`src/hdl/ipd_frame_payload_extractor_defines.svh`:
```
// Assertion macros shared by the frame payload extractor RTL.
`ifndef IPD_FRAME_PAYLOAD_EXTRACTOR_DEFINES_SVH
`define IPD_FRAME_PAYLOAD_EXTRACTOR_DEFINES_SVH

`ifndef ASSERT_OFF
// Same-cycle implication, disabled while in reset.
`define IPD_ASSERT_IMPL(label, clk, rstn, ante, cons) \
    label: assert property (@(posedge clk) disable iff (!(rstn)) (ante) |-> (cons)) \
        else $error("ipd assertion failed");
// Next-cycle implication, disabled while in reset.
`define IPD_ASSERT_NEXT(label, clk, rstn, ante, cons) \
    label: assert property (@(posedge clk) disable iff (!(rstn)) (ante) |=> (cons)) \
        else $error("ipd assertion failed");
`else
`define IPD_ASSERT_IMPL(label, clk, rstn, ante, cons)
`define IPD_ASSERT_NEXT(label, clk, rstn, ante, cons)
`endif

`endif

```
`src/hdl/ipd_pkg.sv`:
```
// Constants and types for the frame payload extractor.
package ipd_pkg;

    localparam int LENGTH_BITS_DEF = 20;

    localparam int IN_W  = 8;
    localparam int OUT_W = 16;
    localparam int CH_W  = 6;

    // Header characters
    localparam logic [7:0] CH_PLUS  = 8'h2B;  // '+'
    localparam logic [7:0] CH_I     = 8'h49;  // 'I'
    localparam logic [7:0] CH_P     = 8'h50;  // 'P'
    localparam logic [7:0] CH_D     = 8'h44;  // 'D'
    localparam logic [7:0] CH_COMMA = 8'h2C;  // ','
    localparam logic [7:0] CH_COLON = 8'h3A;  // ':'
    localparam logic [7:0] CH_ZERO  = 8'h30;  // '0'
    localparam logic [7:0] CH_NINE  = 8'h39;  // '9'

    // Header match positions
    localparam logic [2:0] HP_IDLE  = 3'd0;
    localparam logic [2:0] HP_PLUS  = 3'd1;
    localparam logic [2:0] HP_I     = 3'd2;
    localparam logic [2:0] HP_P     = 3'd3;
    localparam logic [2:0] HP_D     = 3'd4;
    localparam logic [2:0] HP_COMMA = 3'd5;
    localparam logic [2:0] HP_CHAN  = 3'd6;

    // Length digit positions
    localparam logic [2:0] DP_LAST_COUNTED = 3'd5;
    localparam logic [2:0] DP_MAX          = 3'd6;

    typedef struct packed {
        logic [CH_W-1:0] channel_char;
        logic            channel_valid;
        logic [7:0]      payload_byte;
        logic            payload_valid;
    } ipd_result_t;

endpackage

```
`src/hdl/ipd_frame_payload_extractor.sv`:
```
// Top level of the "+IPD,<ch>,<len>:" receive parser and payload extractor.
//
// Channel   Ports            Transfer contents (lowest bit first)
// --------  ---------------  ------------------------------------------------------
// input     s_axis_*         tdata[7:0] rx_byte
// result    m_axis_*         tdata[0] payload_valid, [8:1] payload_byte,
//                            [9] channel_valid, [15:10] channel_char
//
// One result per input byte, registered: the parser state and the
// result register update together at the edge that takes the byte.
// Sustained rate is one byte per clock while m_axis is not stalled; the result register is the only stage.
// A new byte is taken whenever the result register is empty or drains in the
// same cycle, so a stalled m_axis side holds s_axis_tready low.
// aresetn is synchronous and active low; it clears the parser state and
// the result valid flag.
`include "ipd_frame_payload_extractor_defines.svh"

module ipd_frame_payload_extractor #(
    parameter int LENGTH_BITS = ipd_pkg::LENGTH_BITS_DEF
) (
    input  logic                      aclk,
    input  logic                      aresetn,
    input  logic                      s_axis_tvalid,
    output logic                      s_axis_tready,
    input  logic [ipd_pkg::IN_W-1:0]  s_axis_tdata,   // [7:0] rx_byte
    output logic                      m_axis_tvalid,
    input  logic                      m_axis_tready,
    // [0] payload_valid, [8:1] payload_byte, [9] channel_valid, [15:10] channel_char
    output logic [ipd_pkg::OUT_W-1:0] m_axis_tdata
);
    import ipd_pkg::*;

    localparam int WIDE_W = LENGTH_BITS + 4;

    // Parser state
    logic                   pa_reg,  pa_next;   // payload pass-through active
    logic [LENGTH_BITS-1:0] rem_reg, rem_next;  // bytes left / length gathered
    logic                   lp_reg,  lp_next;   // length digits being gathered
    logic [2:0]             dp_reg,  dp_next;   // length positions seen
    logic [2:0]             hp_reg,  hp_next;   // header chars matched

    // Result register
    logic        out_valid_reg, out_valid_next;
    ipd_result_t res_reg, res_next;

    logic              accept;
    logic [7:0]        c;
    logic              is_digit;
    logic [WIDE_W-1:0] len_wide;
    logic [WIDE_W-1:0] rem_wide;

    assign s_axis_tready = !out_valid_reg || m_axis_tready;
    assign accept        = s_axis_tvalid && s_axis_tready;
    assign m_axis_tvalid = out_valid_reg;
    assign m_axis_tdata  = res_reg;

    assign c        = s_axis_tdata;
    assign is_digit = (c >= CH_ZERO) && (c <= CH_NINE);

    always_comb begin
        pa_next  = pa_reg;
        rem_next = rem_reg;
        lp_next  = lp_reg;
        dp_next  = dp_reg;
        hp_next  = hp_reg;
        res_next = '0;
        rem_wide = '0;
        len_wide = '0;

        // Payload stage: pass a byte while the count lasts, end on the byte after.
        if (pa_reg) begin
            if (rem_reg != '0) begin
                rem_next               = rem_reg - LENGTH_BITS'(1);
                res_next.payload_valid = 1'b1;
                res_next.payload_byte  = c;
            end else begin
                pa_next  = 1'b0;
                rem_next = '0;
                lp_next  = 1'b0;
            end
        end

        // Length stage: sees the state left by the payload stage.
        if (lp_next) begin
            if (dp_next <= DP_LAST_COUNTED) begin
                dp_next = dp_next + 3'd1;
                if (c == CH_COLON) begin
                    lp_next = 1'b0;
                    dp_next = '0;
                    pa_next = 1'b1;
                end else if (is_digit) begin
                    // length * 10 + digit, saturating at all ones
                    rem_wide = {4'b0, rem_next};
                    len_wide = (rem_wide << 3) + (rem_wide << 1)
                             + {{(WIDE_W-4){1'b0}}, 4'(c - CH_ZERO)};
                    if (|len_wide[WIDE_W-1:LENGTH_BITS]) begin
                        rem_next = '1;
                    end else begin
                        rem_next = len_wide[LENGTH_BITS-1:0];
                    end
                end
            end else begin
                // Wrap the position; the phase stays open.
                dp_next = '0;
            end
        end

        // Header matcher: runs on every byte, payload included.
        if (c == CH_PLUS && hp_reg == HP_IDLE) begin
            hp_next = HP_PLUS;
        end else if (c == CH_I && hp_reg == HP_PLUS) begin
            hp_next = HP_I;
        end else if (c == CH_P && hp_reg == HP_I) begin
            hp_next = HP_P;
        end else if (c == CH_D && hp_reg == HP_P) begin
            hp_next = HP_D;
        end else if (c == CH_COMMA && hp_reg == HP_D) begin
            hp_next = HP_COMMA;
        end else if (is_digit && hp_reg == HP_COMMA) begin
            hp_next                = HP_CHAN;
            res_next.channel_valid = 1'b1;
            res_next.channel_char  = c[CH_W-1:0];
        end else if (c == CH_COMMA && hp_reg == HP_CHAN) begin
            hp_next  = HP_IDLE;
            lp_next  = 1'b1;
            dp_next  = '0;
            rem_next = '0;
        end else if (c == CH_PLUS && hp_reg == HP_PLUS) begin
            hp_next = HP_PLUS;
        end else begin
            // Any other byte, a late '+' included, drops the match.
            hp_next = HP_IDLE;
        end
    end

    always_comb begin
        if (accept) begin
            out_valid_next = 1'b1;
        end else if (m_axis_tready) begin
            out_valid_next = 1'b0;
        end else begin
            out_valid_next = out_valid_reg;
        end
    end

    always_ff @(posedge aclk) begin
        if (!aresetn) begin
            pa_reg        <= 1'b0;
            rem_reg       <= '0;
            lp_reg        <= 1'b0;
            dp_reg        <= '0;
            hp_reg        <= HP_IDLE;
            out_valid_reg <= 1'b0;
        end else begin
            out_valid_reg <= out_valid_next;
            if (accept) begin
                pa_reg  <= pa_next;
                rem_reg <= rem_next;
                lp_reg  <= lp_next;
                dp_reg  <= dp_next;
                hp_reg  <= hp_next;
            end
        end
    end

    // Result payload holds until the next accepted byte.
    always_ff @(posedge aclk) begin
        if (accept) begin
            res_reg <= res_next;
        end
    end

    // Position counters never pass their last legal value.
    `IPD_ASSERT_IMPL(a_pos_range, aclk, aresetn, 1'b1, dp_reg <= DP_MAX && hp_reg <= HP_CHAN)
    // A byte taken while a nonzero count is active comes out as payload.
    `IPD_ASSERT_NEXT(a_payload_pass, aclk, aresetn, accept && pa_reg && rem_reg != '0, m_axis_tvalid && m_axis_tdata[0])
    // A digit after "+IPD," is reported as the channel.
    `IPD_ASSERT_NEXT(a_channel_seen, aclk, aresetn, accept && hp_reg == HP_COMMA && is_digit, m_axis_tvalid && m_axis_tdata[9])
    // A non-payload result carries a zero byte.
    `IPD_ASSERT_IMPL(a_idle_byte_zero, aclk, aresetn, m_axis_tvalid && !m_axis_tdata[0], m_axis_tdata[8:1] == 8'd0)

endmodule

```
`config.mk`:
```
export PLATFORM = sky130hd
export DESIGN_NAME = ipd_frame_payload_extractor
export DESIGN_NICKNAME = d
export VERILOG_FILES = /design/src/hdl/ipd_pkg.sv /design/src/hdl/ipd_frame_payload_extractor.sv
export VERILOG_INCLUDE_DIRS = /design/src /design/src/hdl
export SDC_FILE = /design/constraint.sdc
export NUM_CORES = 1
export LEC_CHECK = 0
export ABC_AREA = 1
export BUFFER_PORTS_ARGS = -buffer_cell sky130_fd_sc_hd__buf_2
export CAP_MARGIN = 20
export CORE_UTILIZATION = 40
export CTS_BUF_LIST = sky130_fd_sc_hd__clkbuf_8
export CTS_CLUSTER_SIZE = 30
export DETAILED_ROUTE_END_ITERATION = 6
export PLACE_DENSITY = 0.66
export SYNTH_ARGS = -nofsm -noshare
export SYNTH_HDL_FRONTEND = slang
export SYNTH_SLANG_ARGS = --single-unit
```
`constraint.sdc`:
```
create_clock -name aclk -period 7.8 [get_ports aclk]
set_clock_uncertainty 0.05 [all_clocks]
set_input_delay 0.39 -clock aclk [delete_from_list [all_inputs] [get_ports aclk]]
set_output_delay 0.39 -clock aclk [all_outputs]
set_load 0.03 [all_outputs]
```
### Word level (Yosys, flattened, before mapping)

Cells that the tools add are included.

* bits in registers: 45
* input port bits: 12
* output and inout port bits: 18
* word-level logic and storage cells: 103

* $add $sub $neg: 5
* $lt $le $gt $ge: 3
* eq/ne operators: 12
* multiplexer cells: 53
* bitwise operators: 1
* reductions and logical operators: 19

Operators with widths (number)
* 20-bit two-way mux: 14
* 3-bit two-way mux: 16
* 23-bit by 21-bit adder with 24-bit output: 1
* 24-bit by 4-bit adder with 24-bit output: 1
* 8-bit by 6-bit == test with 1-bit output (second input constant): 3
* 8-bit by 7-bit == test with 1-bit output (second input constant): 3
* 1-bit two-way mux: 23
* 20-bit nonzero test: 1
* 20-bit by 1-bit subtractor with 20-bit output (second input constant): 1
* 1-bit logical AND: 10
* 3-bit == test (second input constant): 3
* 8-bit by 6-bit >= comparator with 1-bit output (second input constant): 1
* 8-bit by 6-bit <= comparator with 1-bit output (second input constant): 1
* 3-bit by 2-bit == test with 1-bit output (second input constant): 2
* 6-bit OR reduction: 1
* 5-bit OR reduction: 1
* 4-bit OR reduction: 1
* 4-bit by 1-bit subtractor with 4-bit output (second input constant): 1
* 3-bit by 1-bit adder with 3-bit output (second input constant): 1
* 3-bit by 1-bit == test with 1-bit output (second input constant): 1
* 3-bit <= comparator (second input constant): 1
* 3-bit zero test: 1
* 2-bit AND reduction: 1
* 2-bit nonzero test: 1
* other kinds (3): 3

### Longest topological paths before layout

Gate-level depths: netlist of the first run.

* word-level depth: 18
* gate-level depth with buffers: 29
* depth with buffers taken out: 29

### Least setup slack after synthesis of the first run

OpenSTA, ideal clock, no wires.

* path type: flip-flop to flip-flop
* start: reg rem_reg[0]
* end: reg rem_reg[10]
* setup time: 132 ps
* data arrival time: 3351 ps
* required time: 7618 ps
* setup slack: 4266 ps
* stages on the path, launching flop included: 27
* buffers on the path: 0
* clock period less this slack: 3534 ps
* cells stage by stage: dfxtp_1 > inv_1 > ha_1 > nand3_2 > nor2_4 > inv_1 > nor2_2 > nand4_1 > xor2_1 > or2_1 > clkinv_1 > ha_1 > ha_1 > nand2_1 > nor2_1 > and2_1 > nand3_1 > inv_1 > nor2_1 > nand2_2 > nand2_2 > nor2_8 > nand2_2 > nor2_4 > nand2_1 > nand2_1 > a21oi_1

* word-level cells in the longest chain between the ends: 18
* elaborated cells on any way between the ends: 21
* classes of those cells: add/sub: 3; mux: 16; reduce/logical: 2

RTL lines
* from (decl): RTL line ipd_frame_payload_extractor.sv:37 `logic [LENGTH_BITS-1:0] rem_reg, rem_next;`
* from (signal assigned): RTL line ipd_frame_payload_extractor.sv:158 `rem_reg <= rem_next;`
* 20-bit by 1-bit subtractor with 20-bit output / 20-bit nonzero test (equally long branches): RTL line ipd_frame_payload_extractor.sv:73, ipd_frame_payload_extractor.sv:72
* 20-bit two-way mux: RTL line ipd_frame_payload_extractor.sv:72 `if (rem_reg != '0) begin`
* 20-bit two-way mux: RTL line ipd_frame_payload_extractor.sv:71 `if (pa_reg) begin`
* 23-bit by 21-bit adder with 24-bit output: RTL line ipd_frame_payload_extractor.sv:94 `len_wide = (rem_wide << 3) + (rem_wide << 1)`
* 24-bit by 4-bit adder with 24-bit output: RTL line ipd_frame_payload_extractor.sv:95 `+ {{(WIDE_W-4){1'b0}}, 4'(c - CH_ZERO)};`
* 4-bit OR reduction: RTL line ipd_frame_payload_extractor.sv:96 `if (|len_wide[WIDE_W-1:LENGTH_BITS]) begin`
* 20-bit two-way mux: RTL line ipd_frame_payload_extractor.sv:96
* 20-bit two-way mux: RTL line ipd_frame_payload_extractor.sv:91 `end else if (is_digit) begin`
* [... 2 more ...]
* 20-bit two-way mux *: RTL line ipd_frame_payload_extractor.sv:84 `if (lp_next) begin`
* 20-bit two-way mux: RTL line ipd_frame_payload_extractor.sv:123 `end else if (c == CH_COMMA && hp_reg == HP_CHAN) begin`
* 20-bit two-way mux: RTL line ipd_frame_payload_extractor.sv:119 `end else if (is_digit && hp_reg == HP_COMMA) begin`
* 20-bit two-way mux: RTL line ipd_frame_payload_extractor.sv:117 `end else if (c == CH_COMMA && hp_reg == HP_D) begin`
* 20-bit two-way mux: RTL line ipd_frame_payload_extractor.sv:115 `end else if (c == CH_D && hp_reg == HP_P) begin`
* 20-bit two-way mux: RTL line ipd_frame_payload_extractor.sv:113 `end else if (c == CH_P && hp_reg == HP_I) begin`
* 20-bit two-way mux: RTL line ipd_frame_payload_extractor.sv:111 `end else if (c == CH_I && hp_reg == HP_PLUS) begin`
* 20-bit two-way mux *: RTL line ipd_frame_payload_extractor.sv:109 `if (c == CH_PLUS && hp_reg == HP_IDLE) begin`

Mark *: on every way between the ends. The rest lies on a longest branch, timed or not.
A chain may end at the register's enable or synchronous reset.

### Final worst setup path of the first run

* start: reg pa_reg
* end: reg rem_reg[3]

* word-level cells in the longest chain between the ends: 16
* elaborated cells on any way between the ends: 17
* classes of those cells: add/sub: 2; mux: 14; reduce/logical: 1

RTL lines
* from (decl): RTL line ipd_frame_payload_extractor.sv:36 `logic pa_reg, pa_next;`
* from (signal assigned): RTL line ipd_frame_payload_extractor.sv:157 `pa_reg <= pa_next;`
* 20-bit two-way mux: RTL line ipd_frame_payload_extractor.sv:71
* 23-bit by 21-bit adder with 24-bit output: RTL line ipd_frame_payload_extractor.sv:94
* 24-bit by 4-bit adder with 24-bit output: RTL line ipd_frame_payload_extractor.sv:95
* 4-bit OR reduction: RTL line ipd_frame_payload_extractor.sv:96
* 20-bit two-way mux: RTL line ipd_frame_payload_extractor.sv:96
* 20-bit two-way mux: RTL line ipd_frame_payload_extractor.sv:91
* 20-bit two-way mux: RTL line ipd_frame_payload_extractor.sv:87 `if (c == CH_COLON) begin`
* 20-bit two-way mux: RTL line ipd_frame_payload_extractor.sv:85 `if (dp_next <= DP_LAST_COUNTED) begin`
* 20-bit two-way mux *: RTL line ipd_frame_payload_extractor.sv:84
* 20-bit two-way mux: RTL line ipd_frame_payload_extractor.sv:123
* 20-bit two-way mux: RTL line ipd_frame_payload_extractor.sv:119
* 20-bit two-way mux: RTL line ipd_frame_payload_extractor.sv:117
* 20-bit two-way mux: RTL line ipd_frame_payload_extractor.sv:115
* 20-bit two-way mux: RTL line ipd_frame_payload_extractor.sv:113
* 20-bit two-way mux: RTL line ipd_frame_payload_extractor.sv:111
* 20-bit two-way mux *: RTL line ipd_frame_payload_extractor.sv:109

Marks and branches as above.

==> results of run 1 <==
[worst register-to-register path: cells and delay by family (launching register included)]
kind	cells	cell delay, ps
flops	1	590
xor+xnor	1	190
compound gates	1	60
buf+inv	3	380
simple gates	16	2250
fa+ha+maj	2	710
[power groups by stage]
| stage | registers [mW] | logic [mW] | clock network, mW |
|---|---|---|---|
| 5_1_grt | 0.276 | 0.477 | 0.164 |
| 3_5_place_dp | 0.279 | 0.421 | 0 |
| 6_report | 0.274 | 0.427 | 0.155 |
| 4_1_cts | 0.273 | 0.424 | 0.158 |
| 2_1_floorplan | 0.287 | 0.314 | 0 |
| 3_3_place_gp | 0.278 | 0.418 | 0 |
[stage by stage]
stage | std cells | total power [mW] | hold slack (ps) | worst slack (ps)
2_1_floorplan | 674 | 0.600 | 395 | 4270
3_3_place_gp | 829 | 0.697 | 404 | 3540
3_5_place_dp | 829 | 0.700 | 419 | 3500
4_1_cts | 837 | 0.855 | 294 | 3480
5_1_grt | 837 | 0.917 | 302 | 3060
6_report | 837 | 0.856 | 293 | 3450
[worst min-delay path by stage]
| stage | startpoint | end | slack [ps] | cells past startpoint |
|---|---|---|---|---|
| after floorplan | rem_reg[0] | rem_reg[0] | 400 | 2 |
| after global placement | rem_reg[0] | rem_reg[0] | 400 | 2 |
| after detailed placement | rem_reg[0] | rem_reg[0] | 420 | 2 |
| after CTS | aresetn | pa_reg | 290 | 3 |
| after global routing | aresetn | pa_reg | 300 | 3 |
| final | aresetn | pa_reg | 290 | 3 |
[cell type report]
type	count	area, sq um
fillers	1129	5720
clock buffers	5	68.8
clock inverters	3	25.0
flip-flops and latches	45	1060
well taps	136	170
multi-input cells	525	2920
inverters	94	354
repair buffers	29	145
[logic make-up after synthesis]
logic type                 after synthesis
AOI/OAI and AO/OA                      104
xor gates and xnor gates                25
adders and majority gates               44
buffers and inverters                  104
DFF                                     45
and+or+nand+nor                        352
[routing by layer]
layer	routed length, microns	track usage (%)	up-vias
met3	526	2.31	30
met2	5370	35.8	132
met4	308	5.48	0
li1	-	-	2260
met1	5580	28.6	1985
met5	0	0	-
[Yosys cell counts, types with 2 or more instances]
| library cell | number |
|---|---|
| nand2_2 | 5 |
| nand3_2 | 4 |
| inv_1 | 86 |
| nor4_1 | 5 |
| o21ai_0 | 16 |
| nor2_2 | 7 |
| nand4_1 | 15 |
| xnor2_1 | 13 |
| edfxtp_1 | 16 |
| clkbuf_1 | 7 |
| a21oi_1 | 61 |
| nand3_1 | 39 |
| buf_6 | 2 |
| o22ai_1 | 3 |
| clkinv_1 | 3 |
| ha_1 | 42 |
| xor2_1 | 12 |
| o21bai_1 | 5 |
| or2_1 | 3 |
| nand2_1 | 166 |
| nor2_4 | 6 |
| inv_2 | 4 |
| fa_1 | 2 |
| o21ai_1 | 7 |
| a31oi_1 | 4 |
| a21o_1 | 2 |
| dfxtp_1 | 29 |
| nor3_1 | 12 |
| nor2_1 | 84 |
==> metrics, run 1 <==
Largest register FFs=20; Synth Area in Compound Gates=12.9%; clock slew at reported path FFs=100 ps; die height=107 microns; CTS buffer count=5; gate count of the mapped netlist=674; cts hold-fix bufs=0; critical path class=flip-flop to flip-flop; Synth Area per Inst=6.52 sq um; Die Width=107 microns; pwr dens=180 nW/um^2; Synth Area in Adders=12.9%; crit share post-route=55.8%; Cell Area, Placed=4650 sq um; CP max stage delay=590 ps; Clk pwr share=18.1%; Post-Route WL=11800 microns; CTS tree=built; CP most frequent cell=nand2_1; Reg2Reg Setup Slack=3450 ps; Reg2Reg Depth=23; CP Buf/Inv Count=3; unrepaired setup endpoints after global routing=false; mux cell area share after synthesis=0%; Crit. Startpoint=pa_reg; net switching fraction of the power=45.6%; Clock Latency Late Sink=310 ps; main combinational cell family by area after synthesis=simple AND/OR/NAND/NOR gates; Port Buffers=29; post-synth net total=730; fin util=45.4%; Slew headroom=31.8%; initial core utilization=42.0%; top cells by area, synth=nand2_1 14%, dfxtp_1 13%, ha_1 12%; WL per Instance=14.1 microns; sequential fraction of the synthesis area=24.2%; setup violators final=0; Top FF cell, synth=dfxtp_1; commonest non-fill, non-tap cell in the layout=nand2_1; Ports=30; vias in the first global route=4091; Worst Setup Start Kind=flip-flop; Max Cap Violations=0; post-cts sizing count=0; core outline area=10500 sq um; area grow syn2layout=8.09%; Crit path max-delay family=simple AND/OR/NAND/NOR gates; worst-path cell chain=inv_2 -> nor2_4 -> nand3_1 -> nor2_1 -> nand3_1 -> xor2_1 -> or2_1 -> clkinv_1 -> ha_1 -> ha_1 -> nand2_1 -> inv_1 -> nand2_1 -> nor2_1 -> nand4_1 -> nand4_1 -> nand2_1 -> nor2_4 -> nand2_2 -> nor2_4 -> nand2_1 -> nand2_1 -> a21oi_1; synthesized area=4390 sq um; P_int=0.466 mW; Flop pwr share=32.0%; layout cells sized above 1=9.42%; post-DP HPWL=9440 microns; most frequent cells in the layout=166 x nand2_1, 86 x inv_1, 84 x nor2_1; Root Buffer=clkbuf_8; Async SR Flop Fraction=0%; post-CTS setup repair buffer count=0; post-route minimum period=4350 ps; status=complete, no violations; worst slew pin tran=1020 ps; DRC errors left=0; Stages on worst setup path=23; via count=4407; final layout net count=756; row count=37; reg2reg start=pa_reg; initial drt markers=298; P_leak=2.34 nW; Antenna Violating Nets Remaining=0; DR vias/cell=5.27; crit path to=rem_reg[3]; final count of hold timing violations=0; Distinct cells, synth=43; worst vdd ir=0.0000889 V; Yosys warnings=0; WP data required=7920 ps; GR Overflow Total=0; Seq cells post-synth=45; Longest Clk Path Bufs=2; Slew Limit Fails=0; hold crit path type=primary input to flip-flop; H-tree Lvls=2; GPL Wtd Cong=0.940; critical path's slowest cell=dfxtp_1; number of enable flip-flop cells after synthesis=16; GRT Total Usage=21.2%; design area=4750 sq um; first-pass GRT wire length=19400 microns; die area=11400 sq um; Max FO, Critical Path=11; final setup TNS=0 ps; Synth top area share=14.2%; Net Sw Power=0.390 mW; post-synthesis simple-gate area fraction=35.8%; Antenna diodes=0; drt pass-1 iters=7; initial antenna violation count=0; Max Freq=230 MHz; CP arrival=4480 ps; CTS Sinks=45; pin count of the biggest net entering global routing=30; R2R Path End=rem_reg[3]; post-synth top area cell=nand2_1; combinational group share of total power=49.9%; CP Capture Type=flip-flop; xor-xnor portion of the synthesized cell area=4.99%
No activity file was read; power rests on OpenSTA's default activity.
==> run 2: changes to the inputs <==
--- a/config.mk
+++ b/config.mk
@@ -13,7 +13,7 @@
 export CTS_BUF_LIST = sky130_fd_sc_hd__clkbuf_8
 export CTS_CLUSTER_SIZE = 30
 export DETAILED_ROUTE_END_ITERATION = 6
-export PLACE_DENSITY = 0.66
+export PLACE_DENSITY = 0.68
 export SYNTH_ARGS = -nofsm -noshare
 export SYNTH_HDL_FRONTEND = slang
 export SYNTH_SLANG_ARGS = --single-unit
==> constraint.sdc (replaced) <==
create_clock -name aclk -period 4 [get_ports aclk]
set_clock_uncertainty 0.05 [all_clocks]
set_input_delay 0.2 -clock aclk [delete_from_list [all_inputs] [get_ports aclk]]
set_output_delay 0.2 -clock aclk [all_outputs]
set_load 0.03 [all_outputs]
==> metrics, run 2 (same netlist as run 1, synthesis figures left out) <==
status=finished, violations left; failing checks=design-rule violations; Max Cap Violations=0; Worst Setup Start Kind=flip-flop; core outline area=10500 sq um; pin count of the biggest net entering global routing=30; H-tree Lvls=2; Slew Limit Fails=0; die height=107 microns; initial antenna violation count=0; Slew headroom=46.1%; initial core utilization=42.0%; WL per Instance=15.1 microns; fin util=53.6%; die area=11400 sq um; R2R Path End=rem_reg[3]; post-route minimum period=3880 ps; CTS tree=built; vias in the first global route=4531; P_leak=2.65 nW; Antenna diodes=0; DRC errors left=1; critical path's slowest cell=dfxtp_1; DR vias/cell=5.40; setup violators final=0; Root Buffer=clkbuf_8; total power=1.97 mW; via count=4831; Clock Latency Late Sink=310 ps; commonest non-fill, non-tap cell in the layout=nand2_1; initial drt markers=453; Longest Clk Path Bufs=2; WP data required=4130 ps; area grow syn2layout=27.6%; CP arrival=4010 ps; most frequent cells in the layout=157 x nand2_1, 81 x inv_1, 64 x nor2_1; worst vdd ir=0.000183 V; Reg2Reg Depth=24; dpl ws=-143 ps; post-DP HPWL=10000 microns; critical path class=flip-flop to flip-flop; final layout net count=814; GRT Total Usage=22.9%; WHS Endpoint=pa_reg; min-delay src=aresetn; CP max stage delay=380 ps; Reg2Reg Setup Slack=120 ps; Port Buffers=29; Die Width=107 microns; GPL Wtd Cong=0.977; drt pass-1 iters=7; GR Overflow Total=0; layout cells sized above 1=26.2%; crit share post-route=97.0%; worst slew pin tran=803 ps; final count of hold timing violations=0; hold crit path type=primary input to flip-flop; worst-path cell chain=nor2_2 -> nand3_4 -> nor2_4 -> inv_2 -> nor2_4 -> inv_1 -> o32ai_2 -> buf_4 -> ha_1 -> ha_4 -> nand2_1 -> nor3_2 -> and2_4 -> nand3_1 -> inv_1 -> nor2_2 -> nand2_2 -> nand2_2 -> nor2_8 -> nand2_4 -> nor2_4 -> nand2_1 -> nand2_1 -> a21oi_1; final setup margin=120 ps; Largest register FFs=20; cts hold-fix bufs=0; Ports=30; pwr dens=352 nW/um^2; Max Freq=258 MHz; CTS Sinks=45; Min-Delay Path Depth=3; CTS buffer count=5; CP Capture Type=flip-flop; clock slew at reported path FFs=90 ps; reg2reg start=rem_reg[3]; Post-Route WL=13500 microns; Antenna Violating Nets Remaining=0; Max FO, Critical Path=5; first-pass GRT wire length=21300 microns; row count=37
-- run 2: cell count changes in the layout (fill, tap and decap cells not counted), moves of 12 or more --
cell    delta
buf_4     +53
nor2_2    +16
nor2_1    -20
ha_1      -13
ha_4      +12
-- run 2: worst max-delay path by stage --
stage / startpoint / to / slack, ps / cells after the start
2_1_floorplan: rem_reg[0] / rem_reg[10] / 470 / 26
3_3_place_gp: rem_reg[1] / rem_reg[3] / -120 / 21
3_5_place_dp: rem_reg[1] / rem_reg[3] / -140 / 21
4_1_cts: rem_reg[0] / rem_reg[3] / 20 / 24
5_1_grt: pa_reg / rem_reg[14] / -90 / 24
6_report: rem_reg[3] / rem_reg[3] / 120 / 24
-- run 2: stage by stage --
stage / instance area (sq um) / cells / hold slack (ps) / TNS (ps)
4_1_cts: 5150 / 884 / 109 / 0
6_report: 5600 / 895 / 110 / 0
5_1_grt: 5600 / 895 / 129 / -1180
2_1_floorplan: 4390 / 674 / 288 / 0
3_5_place_dp: 4990 / 874 / 411 / -1790
3_3_place_gp: 4990 / 874 / 404 / -1250
-- run 2: repair_timing --
item	CTS	global route
resized for setup	10	83
endpoints found under the setup margin	19	20
pin swaps	2	13
gates cloned	1	1
setup buffers	1	10
endpoints found under the hold margin	0	0
-- run 2: layout make-up --
type	count	area [sq um]
timing repair buffer	85	594
inverter	94	358
clock inverter	3	21.3
sequential	45	1060
multi-input combinational	527	3330
tap	136	170
fill	1030	4860
clock buffer	5	68.8
-- run 2: report_power, final --
| group | leakage (nW) | internal (mW) | switching (mW) | total [mW] |
|---|---|---|---|---|
| sequential | 0.400 | 0.505 | 0.0278 | 0.533 |
| clock | 0.0407 | 0.124 | 0.174 | 0.298 |
| combinational | 2.21 | 0.464 | 0.679 | 1.14 |
-- run 2: critical path: cells and delay by family (launching register included) --
family	cells	cell delay, ps
buffers and inverters	4	460
adders and majority gates	2	560
and+or+nand+nor	16	2000
AOI/OAI and AO/OA	2	290
DFF	1	380
-- run 2: routing by layer --
metal / vias up / GRT usage, % / wire [microns]
li1: 2385 / - / -
met1: 2222 / 31.5 / 6010
met2: 204 / 38.9 / 6540
met3: 20 / 2.07 / 807
met4: 0 / 4.70 / 159
met5: - / 0 / 0
==> run 3: changes to the inputs <==
--- a/config.mk
+++ b/config.mk
@@ -13,7 +13,9 @@
 export CTS_BUF_LIST = sky130_fd_sc_hd__clkbuf_8
 export CTS_CLUSTER_SIZE = 30
 export DETAILED_ROUTE_END_ITERATION = 6
+export GPL_ROUTABILITY_DRIVEN = 0
 export PLACE_DENSITY = 0.68
+export RECOVER_POWER = 50
 export SYNTH_ARGS = -nofsm -noshare
 export SYNTH_HDL_FRONTEND = slang
 export SYNTH_SLANG_ARGS = --single-unit
==> metrics, run 3 (same netlist as run 1, synthesis figures left out) <==
cts hold-fix bufs=0; Root Buffer=clkbuf_8; Antenna Violating Nets Remaining=0; P_int=1.12 mW; clock slew at reported path FFs=90 ps; commonest non-fill, non-tap cell in the layout=nand2_1; WP data required=4120 ps; vias in the first global route=4399; Antenna diodes=0; CTS tree=built; Stages on worst setup path=25; final layout net count=796; die height=107 microns; status=complete, no violations; Longest Clk Path Bufs=2; layout cells sized above 1=20.0%; net switching fraction of the power=43.3%; pin count of the biggest net entering global routing=30; post-DP HPWL=9910 microns; CP max stage delay=330 ps; Largest register FFs=20; critical path's slowest cell=dfxtp_1; core outline area=10500 sq um; GRT Total Usage=22.6%; CP Capture Type=flip-flop; area grow syn2layout=23.1%; Slew Limit Fails=0; Clock Latency Late Sink=300 ps; crit share post-route=97.2%; worst vdd ir=0.000154 V; DRC errors left=0; Clk pwr share=17.5%; post-route minimum period=3890 ps; Net Sw Power=0.853 mW; die area=11400 sq um; CP Buf/Inv Count=5; final setup margin=113 ps; first-pass GRT wire length=20600 microns; Crit. Startpoint=rem_reg[0]; initial antenna violation count=0; R2R Path End=rem_reg[4]; CP arrival=4010 ps; combinational group share of total power=55.4%; via count=4744; Fillers=1045; final count of hold timing violations=0; Die Width=107 microns; CTS Sinks=45; Reg2Reg Depth=25; Post-Route WL=13100 microns; row count=37; min-delay src=aresetn; Flop pwr share=27.2%; most frequent cells in the layout=161 x nand2_1, 82 x inv_1, 68 x nor2_1; Port Buffers=29; P_leak=2.49 nW; initial core utilization=42.0%; Max Cap Violations=0; H-tree Lvls=2; Slew headroom=13.6%; Max Freq=257 MHz; Crit path max-delay family=simple AND/OR/NAND/NOR gates; Min-Delay Path Depth=3; Reg2Reg Setup Slack=110 ps; worst slew pin tran=1300 ps; GR Overflow Total=0; CTS buffer count=5; drt pass-1 iters=5; crit path to=rem_reg[4]; reg2reg start=rem_reg[0]; initial drt markers=338; setup violators final=0; Worst Setup Start Kind=flip-flop; DR vias/cell=5.41; fin util=51.7%; pwr dens=364 nW/um^2; WL per Instance=15.0 microns; Ports=30; hold crit path type=primary input to flip-flop; dpl ws=-151 ps; Max FO, Critical Path=7; critical path class=flip-flop to flip-flop
[run 3: changes by cell type in the layout (fill, tap and decap cells not counted), moves of 3 or more]
cell	before	now
clkinv_2	0	3
buf_4	53	36
nand2_1	157	161
a21oi_1	52	56
buf_2	29	9
clkbuf_1	0	22
nand3_2	5	2
nor2_2	23	20
nor2_1	64	68
nand2_2	13	9
a21oi_2	9	5
[run 3: power groups by stage]
stage / Clock (mW) / Sequential, mW / Combinational [mW]
finish: 0.344 / 0.535 / 1.09
global placement: 0 / 0.540 / 0.872
CTS: 0.352 / 0.531 / 0.946
floorplan: 0 / 0.559 / 0.611
global route: 0.366 / 0.539 / 1.18
detailed placement: 0 / 0.541 / 0.886
[run 3: through the flow]
stage	hold slack [ps]	instance area, sq um	setup TNS [ps]	std cells	power, mW
floorplan	288	4390	0	674	1.17
global placement	409	4870	-861	858	1.41
detailed placement	410	4870	-2050	858	1.43
CTS	110	5110	0	869	1.83
global route	131	5410	-766	877	2.09
finish	120	5410	0	877	1.97
[run 3: area by class of cell]
cell class | count | area, sq um | share of cell area, %
multi-input combinational | 526 | 3300 | 60.9
sequential | 45 | 1070 | 19.7
timing repair buffer | 68 | 409 | 7.57
inverter | 94 | 358 | 6.62
tap | 136 | 170 | 3.15
clock buffer | 5 | 68.8 | 1.27
clock inverter | 3 | 38.8 | 0.717
[run 3: repair_timing]
item | CTS | global route
buffers inserted | 2 | 8
endpoints found under the setup margin | 20 | 20
gates resized for setup | 23 | 59
pin swaps | 3 | 14
gates cloned | 1 | 0
[run 3: worst min-delay path: stages]
cell and delay [ps]:
clkbuf_1 110, o21ai_0 80, a31oi_1 40
[run 3: how the worst min path moves through the flow]
stage	endpoint	slack, ps
finish	pa_reg	120
global route	hp_reg[0]	130
CTS	hp_reg[0]	110
detailed placement	rem_reg[0]	410
global placement	rem_reg[0]	410
floorplan	hp_reg[0]	290
[run 3: metal layers]
layer / vias up / track usage, % / part of all wire [%]
li1: 2351 / - / -
met1: 2202 / 29.4 / 45
met2: 167 / 39.1 / 48
met3: 24 / 2.01 / 5.1
met4: 0 / 7.63 / 1.9
met5: - / 0 / 0
